## config.mk

```make
export PLATFORM = sky130hd
export DESIGN_NAME = rmst_front
export DESIGN_NICKNAME = d
export VERILOG_FILES = /design/src/design/rmst_pkg.sv /design/src/design/rmst_front.sv
export SDC_FILE = /design/constraint.sdc
export NUM_CORES = 1
export LEC_CHECK = 0
export BUFFER_PORTS_ARGS = -buffer_cell sky130_fd_sc_hd__buf_2
export CORE_ASPECT_RATIO = 0.5
export CORE_MARGIN = 4
export CORE_UTILIZATION = 43
export DETAILED_ROUTE_END_ITERATION = 16
export PLACE_DENSITY = 0.79
export REMOVE_ABC_BUFFERS = 1
export SETUP_SLACK_MARGIN = 0.15
export SLEW_MARGIN = 25
export SYNTH_ARGS = -nofsm -noshare
export SYNTH_HDL_FRONTEND = slang
export SYNTH_SLANG_ARGS = --single-unit
```

## constraint.sdc

```tcl
create_clock -name aclk -period 3.04 [get_ports aclk]
set_clock_uncertainty 0.1 [all_clocks]
set_input_delay 0.152 -clock aclk [delete_from_list [all_inputs] [get_ports aclk]]
set_output_delay 0.152 -clock aclk [all_outputs]
set_load 0.01 [all_outputs]
```

## src/design/rmst_pkg.sv

```systemverilog
// Package for the range-maximum segment tree: widths, constants, operation, command and state types.
`timescale 1ns / 1ps
package rmst_pkg;
    localparam int LeafCount  = 1024;
    localparam int IndexWidth = $clog2(LeafCount);
    localparam int NodeWidth  = IndexWidth + 1;
    localparam int NodeCount  = 2 * LeafCount;
    localparam int DataWidth  = 32;
    localparam logic signed [DataWidth-1:0] NodeSentinel = -32'sd1000000000;

    typedef enum logic {
        OP_UPDATE = 1'b0,
        OP_QUERY  = 1'b1
    } op_t;

    // One classified item handed from the front to the back
    typedef struct packed {
        op_t                          op;
        logic                         empty;
        logic [NodeWidth-1:0]         lo;
        logic [NodeWidth-1:0]         hi;
        logic signed [DataWidth-1:0]  value;
    } cmd_t;

    typedef enum logic [3:0] {
        ST_CLEAR,
        ST_IDLE,
        ST_UPD_READ,
        ST_UPD_WAIT,
        ST_UPD_WRITE,
        ST_Q_CHECK,
        ST_Q_READ_LO,
        ST_Q_READ_HI,
        ST_Q_WAIT,
        ST_Q_STEP,
        ST_OUT
    } state_t;
endpackage

```

## src/design/rmst_front.sv

```systemverilog
// Front end: accepts items, classifies them and turns leaf indexes into node addresses.
`timescale 1ns / 1ps
module rmst_front import rmst_pkg::*; (
    input  logic        aclk,
    input  logic        aresetn,
    input  logic        s_tvalid,
    output logic        s_tready,
    input  logic [63:0] s_tdata,
    output logic        cmd_valid,
    input  logic        cmd_ready,
    output cmd_t        cmd
);
    cmd_t cmd_reg;
    logic valid_reg;
    cmd_t cmd_next;
    logic [IndexWidth-1:0] left;
    logic [IndexWidth-1:0] right;

    assign s_tready  = !valid_reg || cmd_ready;
    assign cmd_valid = valid_reg;
    assign cmd       = cmd_reg;

    // Decode tdata: operation, leaf_index, new_value, range_left, range_right
    always_comb begin
        left           = s_tdata[52:43];
        right          = s_tdata[62:53];
        cmd_next.op    = op_t'(s_tdata[0]);
        cmd_next.value = s_tdata[42:11];
        cmd_next.empty = 1'b0;
        if (cmd_next.op == OP_UPDATE) begin
            cmd_next.lo = {1'b1, s_tdata[10:1]};
            cmd_next.hi = '0;
        end else begin
            cmd_next.lo    = {1'b1, left};
            cmd_next.hi    = {1'b1, right};
            cmd_next.empty = right < left;
        end
    end

    // Output stage register
    always_ff @(posedge aclk) begin
        if (!aresetn) begin
            valid_reg <= 1'b0;
        end else if (s_tready) begin
            valid_reg <= s_tvalid;
        end
        if (s_tready && s_tvalid) begin
            cmd_reg <= cmd_next;
        end
    end
endmodule

```

==> impl_metrics.toml, run 1 <==
[run_status]
outcome = "complete, no violations"

[route]
num_vias = 1552
postRouteWirelength_mm = 5.09
drt_iter0_drc = 51
avgRoutedWirePerCell_um = 14.8
first_pass_iters = 4
drcViolationCount = 0
ant_nets = 0
via_per_inst = 4.51

[critical_path]
reg2reg_depth = 3
rrSetupSlack_ns = 1.18
cp-start-kind = "flip-flop"
critical_path.max_stage_delay_ns = 0.49
crit_slowest_cell = "and2_2"
cp_max_fo = 32
rr_endpoint = "cmd[43]$_DFFE_PP_"
r2r-start = "cmd_valid$_SDFFE_PN0N_"
crit_start = "cmd_valid$_SDFFE_PN0N_"
arrival_ns = 1.73
path_cells = "nand2b_1 -> and2_2 -> buf_4"
worstSetupPathType = "reg -> reg"
crit_end = "cmd[43]$_DFFE_PP_"
crit_required_ns = 2.91
cp-end-kind = "flip-flop"

[power_and_ir_drop]
p_leak_nw = 1.45
peakVddDrop_mv = 0.233
p_per_area_nw_per_um2 = 477

[grt]
grt_start_max_net_pins = 33
grt_overflow = 0
grt_pass1_wl_mm = 7.64
grt_use_met3_pct = 4.07
antenna_found_initial = 0
met1_usage_pct = 16.0
met2_usage_pct = 32.0
grt_busiest_layer = "met2"
track_usage_pct = 16.3
grt_pass1_vias = 1657

[sta]
setup_viol = 0
relSlewSlack_pct = 66.5
max_freq_ghz = 0.538
finalHoldViolCount = 0
layout_setup_ws_ns = 1.18
tightest_slew_ns = 0.502
drv_slew = 0
tns_ns = 0
min_period_ns = 1.86
fin_crit_sh_pct = 61.2
rsz0062_at_grt = "false"
holdWs_ns = 0.0332

[synthesis]
syn_area_um2 = 2110
ys.flop_type = "edfxtp_1"
ys_types = 24
syn_avg_cell_area_um2 = 18.2
syn_inst = 116
yosysWarnings = 0
synth_edf_count = 54
async_reset_ff_share_pct = 0
ys_ff_latch = 55
yosysSeqAreaShare_pct = 77.7

[floorplan]
dieArea_um2 = 6160
die_w_um = 107
ioPinCount = 126
initial_utilization_pct = 46.2
rows = 17
core-area_um2 = 4570
die_y_um = 57.6

[cells_and_area]
final_common_cell = "buf_2"
layout_common_cells = "123 x buf_2, 54 x edfxtp_1, 34 x dlygate4sd3_1"
area_growth_pct = 52.8
fin_cells = 344
drive_above_1_share_pct = 51.8
nNetsFinal = 354
largest_reg_flops = 54
antennaDiodeCount = 0
fin_area_um2 = 3230

[clocking]
clk_pin_slew_ns = 0.10
cts_resized = 0
cts_htree_levels = 2
cts_tree = "yes"
cts_made_buffers = 5
ctsRootBufferMaster = "clkbuf_8"
cts.sinks = 55
clockBufferDepth = 2
clock_latency_ns = 0.31

[hold_path]
hold_class = "in -> reg"

[place]
dp.cells = 302
numPortBuffers = 123
place_area_um2 = 2790
gp_congestion = 0.727
hpwl_mm = 3.60
place_ws_ns = 1.21

[flow_run]
max_cap_violations = 0
==> cell usage after synthesis (2+ instances only) <==
library cell,number,share of area [%]
a21oi_1,2,0.47
and2_1,11,3.3
buf_4,2,0.71
edfxtp_1,54,77
ha_1,9,5.3
inv_1,11,2.0
mux2_2,9,4.8
nand4_1,2,0.59
==> area by class of cell <==
type | count | area (um^2)
clock inverters | 2 | 16.3
fillers | 328 | 1350
repair buffers | 158 | 963
well taps | 66 | 82.6
multi-input cells | 46 | 400
flip-flops and latches | 55 | 1640
inverters | 11 | 41.3
clock buffers | 6 | 82.6
==> worst min path at each step <==
stage                     depth (start not counted)                 to         from
after global routing                              2  cmd[51]$_DFFE_PP_   s_tdata[9]
after CTS                                         2  cmd[51]$_DFFE_PP_   s_tdata[9]
final                                             2  cmd[51]$_DFFE_PP_   s_tdata[9]
after floorplan                                   0   cmd[0]$_DFFE_PP_  s_tdata[11]
after detailed placement                          1  cmd[28]$_DFFE_PP_  s_tdata[39]
after global placement                            1   cmd[1]$_DFFE_PP_  s_tdata[12]
==> worst max-delay path: cells and delay by family (launching register included) <==
| kind | cells | cell delay, ns |
|---|---|---|
| buffers and inverters | 1 | 0.47 |
| and+or+nand+nor | 2 | 0.60 |
| DFF | 1 | 0.33 |
==> metal layers <==
metal	up-vias	wire length, um
li1	743	-
met1	732	1760
met2	60	2900
met3	17	271
met4	0	155
met5	-	0
==> per-stage QoR <==
stage	power [mW]	utilization, %
after floorplan	0.998	-
after global placement	1.10	61.0
after detailed placement	1.10	61.0
after CTS	1.55	70.6
after global routing	1.61	70.6
final	1.54	70.6
==> cell families after synthesis <==
| kind of cell | share of synthesized area [%] |
|---|---|
| buffers and inverters | 3.38 |
| other | 0.178 |
| AO/OA/AOI/OAI | 2.61 |
| multiplexers | 5.33 |
| flip-flops | 77.7 |
| adder cells (fa/ha/maj) | 5.33 |
| AND/OR/NAND/NOR | 5.45 |
==> report_power, final <==
group	internal (mW)	switching (mW)	total, mW
sequential	0.889	0.0111	0.900
clock	0.186	0.236	0.422
combinational	0.115	0.104	0.219
==> timing repair <==
action | in CTS | in global routing
hold buffers | 34 | 0
buffers inserted | 0 | 0
hold endpoints to repair | 33 | 0
Note: power is estimated with default switching activity, not from simulation.
==> run 2: changes to the inputs <==
--- a/config.mk
+++ b/config.mk
@@ -8,9 +8,9 @@
 export BUFFER_PORTS_ARGS = -buffer_cell sky130_fd_sc_hd__buf_2
 export CORE_ASPECT_RATIO = 0.5
 export CORE_MARGIN = 4
-export CORE_UTILIZATION = 43
+export CORE_UTILIZATION = 39
 export DETAILED_ROUTE_END_ITERATION = 16
-export PLACE_DENSITY = 0.79
+export PLACE_DENSITY = 0.76
 export REMOVE_ABC_BUFFERS = 1
 export SETUP_SLACK_MARGIN = 0.15
 export SLEW_MARGIN = 25
==> constraint.sdc (replaced) <==
create_clock -name aclk -period 1.7 [get_ports aclk]
set_clock_uncertainty 0.1 [all_clocks]
set_input_delay 0.085 -clock aclk [delete_from_list [all_inputs] [get_ports aclk]]
set_output_delay 0.085 -clock aclk [all_outputs]
set_load 0.01 [all_outputs]
==> impl_metrics.toml, run 2 (synthesis results as in run 1) <==
[run_status]
outcome = "complete, no violations"

[route]
drcViolationCount = 0
first_pass_iters = 4
via_per_inst = 4.48
ant_nets = 0
drt_iter0_drc = 67
postRouteWirelength_mm = 6.15
avgRoutedWirePerCell_um = 16.4
num_vias = 1681

[clocking]
ctsRootBufferMaster = "clkbuf_8"
clock_latency_ns = 0.31
clockBufferDepth = 2
cts_htree_levels = 2
post-cts-setup-buffers = 0
cts_tree = "yes"
cts.sinks = 55
cts_made_buffers = 5
clk_pin_slew_ns = 0.10

[grt]
grt_busiest_layer = "met2"
antenna_found_initial = 0
grt_use_met3_pct = 3.64
grt_pass1_vias = 1845
grt_overflow = 0
grt_start_max_net_pins = 37
track_usage_pct = 18.1
grt_pass1_wl_mm = 9.25
met1_usage_pct = 18.6
met2_usage_pct = 37.3

[cells_and_area]
fin_cells = 375
area_growth_pct = 68.0
largest_reg_flops = 54
nNetsFinal = 381
final_common_cell = "buf_2"
antennaDiodeCount = 0
fillers = 342
layout_common_cells = "123 x buf_2, 60 x dlygate4sd3_1, 54 x edfxtp_1"
drive_above_1_share_pct = 47.9

[power_and_ir_drop]
p_leak_nw = 1.58
total_power_mw = 3.00
p_per_area_nw_per_um2 = 845
peakVddDrop_mv = 0.533

[hold_path]
hold_class = "in -> reg"
worstHoldStart = "s_tdata[50]"

[sta]
drv_slew = 0
rsz0062_at_grt = "false"
layout_setup_ws_ns = 0.178
setup_viol = 0
max_freq_ghz = 0.657
min_period_ns = 1.52
finalHoldViolCount = 0
fin_crit_sh_pct = 89.6
tns_ns = 0
holdWs_ns = 0.00879

[floorplan]
die_y_um = 60.0
ioPinCount = 126
core-area_um2 = 5070
die_w_um = 112
dieArea_um2 = 6730
initial_utilization_pct = 41.7
rows = 18

[critical_path]
crit_slowest_cell = "dlygate4sd3_1"
worstSetupPathType = "in -> reg"
r2r-start = "cmd_valid$_SDFFE_PN0N_"
critical_path.max_stage_delay_ns = 0.54
crit_start = "s_tdata[44]"
path_cells = "dlygate4sd3_1 -> buf_2 -> inv_1 -> ha_1 -> a21oi_2 -> o311ai_1 -> nor3_1"
arrival_ns = 1.49
cp_max_fo = 2
cp-start-kind = "primary input"
rrSetupSlack_ns = 0.27
cp-end-kind = "flip-flop"
crit_required_ns = 1.66

[place]
place_ws_ns = 0.338
hpwl_mm = 3.70
dp.cells = 307
numPortBuffers = 123
gp_congestion = 0.706

[flow_run]
max_cap_violations = 0
run 2: cell count changes in the layout (fill, tap and decap cells not counted), sizes merged:
| cell | delta |
|---|---|
| dlygate4sd3 | +26 |
| buf | +1 |
| bufinv | +1 |
| clkinv | -1 |
| clkinvlp | -1 |
| inv | +1 |
run 2: layout make-up:
| cell class | instances | area [um^2] | area share [%] |
|---|---|---|---|
| clock buffer | 6 | 82.6 | 2.33 |
| sequential | 55 | 1640 | 46.3 |
| clock inverter | 2 | 38.8 | 1.09 |
| timing repair buffer | 185 | 1240 | 35.0 |
| tap | 70 | 87.6 | 2.47 |
| inverter | 11 | 41.3 | 1.16 |
| multi-input combinational | 46 | 413 | 11.6 |
run 2: critical path: cells and delay by family:
family / cells / cell delay [ns]
buffers and inverters: 3 / 0.71
AOI/OAI and AO/OA: 2 / 0.32
adders and majority gates: 1 / 0.29
and+or+nand+nor: 1 / 0.08
run 2: final timing paths:
path | to | depth (start not counted)
worst min-delay path | cmd[50]$_DFFE_PP_ | 2
worst max register to register | cmd_valid$_SDFFE_PN0N_ | 3
worst max-delay path | cmd[54]$_SDFFCE_PN0P_ | 7
worst min register to register | cmd[24]$_DFFE_PP_ | 3
run 2: stage by stage:
stage          util, %  cell area (um^2)
4_1_cts           69.8              3540
3_5_place_dp      55.5              2810
6_report          70.0              3550
5_1_grt           70.0              3550
3_3_place_gp      55.5              2810
2_1_floorplan        -              2080
run 2: power by group:
| group | internal [mW] | switching (mW) |
|---|---|---|
| Sequential | 1.59 | 0.0225 |
| Combinational | 0.255 | 0.211 |
| Clock | 0.485 | 0.437 |
| Total | 2.33 | 0.670 |
run 2: routing by layer:
layer,up-vias,share of wire [%]
li1,798,-
met1,809,35
met2,57,59
met3,17,3.9
met4,0,2.8
met5,-,0
run 2: what timing repair did:
action / CTS / global route
hold endpoints to repair: 53 / 0
gates resized for setup: 0 / 1
hold buffers: 60 / 0
endpoints found under the setup margin: 0 / 1
==> run 3: changes to the inputs <==
--- a/config.mk
+++ b/config.mk
@@ -10,7 +10,7 @@
 export CORE_MARGIN = 4
 export CORE_UTILIZATION = 39
 export DETAILED_ROUTE_END_ITERATION = 16
-export PLACE_DENSITY = 0.76
+export PLACE_DENSITY_LB_ADDON = 0.1
 export REMOVE_ABC_BUFFERS = 1
 export SETUP_SLACK_MARGIN = 0.15
 export SLEW_MARGIN = 25
==> impl_metrics.toml, run 3 (synthesis results as in run 1) <==
[route]
postRouteWirelength_mm = 4.91
via_per_inst = 4.30
first_pass_iters = 4
ant_nets = 0
drcViolationCount = 0
drt_iter0_drc = 58
avgRoutedWirePerCell_um = 13.2
num_vias = 1601

[sta]
holdWs_ns = 0.00551
setup_viol = 0
max_freq_ghz = 0.658
drv_slew = 0
fin_crit_sh_pct = 89.4
layout_setup_ws_ns = 0.180
min_period_ns = 1.52
finalHoldViolCount = 0
rsz0062_at_grt = "false"
tns_ns = 0

[cells_and_area]
layout_common_cells = "123 x buf_2, 57 x dlygate4sd3_1, 54 x edfxtp_1"
antennaDiodeCount = 0
drive_above_1_share_pct = 47.7
largest_reg_flops = 54
final_common_cell = "buf_2"
area_growth_pct = 64.5
fin_area_um2 = 3470
nNetsFinal = 378

[clocking]
clockBufferDepth = 2
cts.sinks = 55
post-cts-setup-buffers = 0
cts_made_buffers = 5
clk_pin_slew_ns = 0.10
ctsRootBufferMaster = "clkbuf_8"
cts_htree_levels = 2
cts_resized = 0
clock_latency_ns = 0.30
cts_tree = "yes"

[hold_path]
holdPathEnd = "cmd[47]$_DFFE_PP_"
hold_class = "in -> reg"
worstHoldStart = "s_tdata[47]"
holdPathStages = 2

[floorplan]
ioPinCount = 126
rows = 18
dieArea_um2 = 6730
core-area_um2 = 5070
die_w_um = 112
die_y_um = 60.0
initial_utilization_pct = 41.7

[critical_path]
rr_endpoint = "cmd_valid$_SDFFE_PN0N_"
cp-end-kind = "flip-flop"
crit_required_ns = 1.65
path_cells = "dlygate4sd3_1 -> buf_2 -> ha_1 -> nand4_1 -> o311ai_1 -> nor3_1"
r2r-start = "cmd_valid$_SDFFE_PN0N_"
critical_path.max_stage_delay_ns = 0.53
arrival_ns = 1.47
cp-start-kind = "primary input"
reg2reg_depth = 3
crit_slowest_cell = "dlygate4sd3_1"
worstSetupPathType = "in -> reg"
cp_max_fo = 2
rrSetupSlack_ns = 0.37

[grt]
antenna_found_initial = 0
grt_overflow = 0
grt_pass1_wl_mm = 7.71
track_usage_pct = 14.7
grt_start_max_net_pins = 41
grt_pass1_vias = 1648

[place]
hpwl_mm = 3.38
numPortBuffers = 123
place_ws_ns = 0.337
gp_congestion = 0.729
place_area_um2 = 2810

[power_and_ir_drop]
peakVddDrop_mv = 0.415
total_power_mw = 2.75
p_per_area_nw_per_um2 = 791
p_leak_nw = 1.55

[flow_run]
max_cap_violations = 0

[run_status]
outcome = "complete, no violations"
==> run 3: through the flow <==
| stage | utilization [%] | cells |
|---|---|---|
| 2_1_floorplan | - | 112 |
| 3_3_place_gp | 55.5 | 307 |
| 3_5_place_dp | 55.5 | 307 |
| 4_1_cts | 68.6 | 372 |
| 5_1_grt | 68.6 | 372 |
| 6_report | 68.6 | 372 |
==> run 3: critical path: cells and delay by family <==
| family | cells | cell delay, ns |
|---|---|---|
| buffers and inverters | 2 | 0.66 |
| adder cells (fa/ha/maj) | 1 | 0.28 |
| AND/OR/NAND/NOR | 2 | 0.20 |
| AO/OA/AOI/OAI | 1 | 0.25 |
==> run 3: repair_timing <==
item | in CTS | in global routing
endpoints found under the setup margin | 0 | 1
hold endpoints to repair | 52 | 0
hold buffers | 57 | 0
==> run 3: how the worst max path moves through the flow <==
stage	cells after the start	to	startpoint
detailed placement	6	cmd[54]$_SDFFCE_PN0P_	s_tdata[52]
floorplan	2	cmd[0]$_DFFE_PP_	cmd_valid$_SDFFE_PN0N_
CTS	6	cmd[54]$_SDFFCE_PN0P_	s_tdata[57]
global placement	6	cmd[54]$_SDFFCE_PN0P_	s_tdata[52]
global route	6	cmd[54]$_SDFFCE_PN0P_	s_tdata[57]
finish	6	cmd[54]$_SDFFCE_PN0P_	s_tdata[57]
==> run 3: routing by layer <==
layer	vias to the layer above	GRT usage (%)	wire length, um
li1	798	-	-
met3	7	5.46	389
met2	64	28.4	2550
met1	732	15.7	1920
met4	0	3.60	53
met5	-	0	0
==> run 3: report_power, final <==
group          leakage, nW  switching (mW)  internal, mW
Clock               0.0454           0.408         0.297
Combinational        0.971           0.191         0.247
Sequential           0.534          0.0182          1.59
==> run 3: cell type report <==
| cell class | count | area (um^2) |
|---|---|---|
| Sequential cell | 55 | 1640 |
| Fill cell | 373 | 1590 |
| Timing Repair Buffer | 182 | 1210 |
| Multi-Input combinational cell | 46 | 400 |
| Tap cell | 70 | 87.6 |
| Clock buffer | 6 | 72.6 |
| Inverter | 11 | 41.3 |
| Clock inverter | 2 | 17.5 |
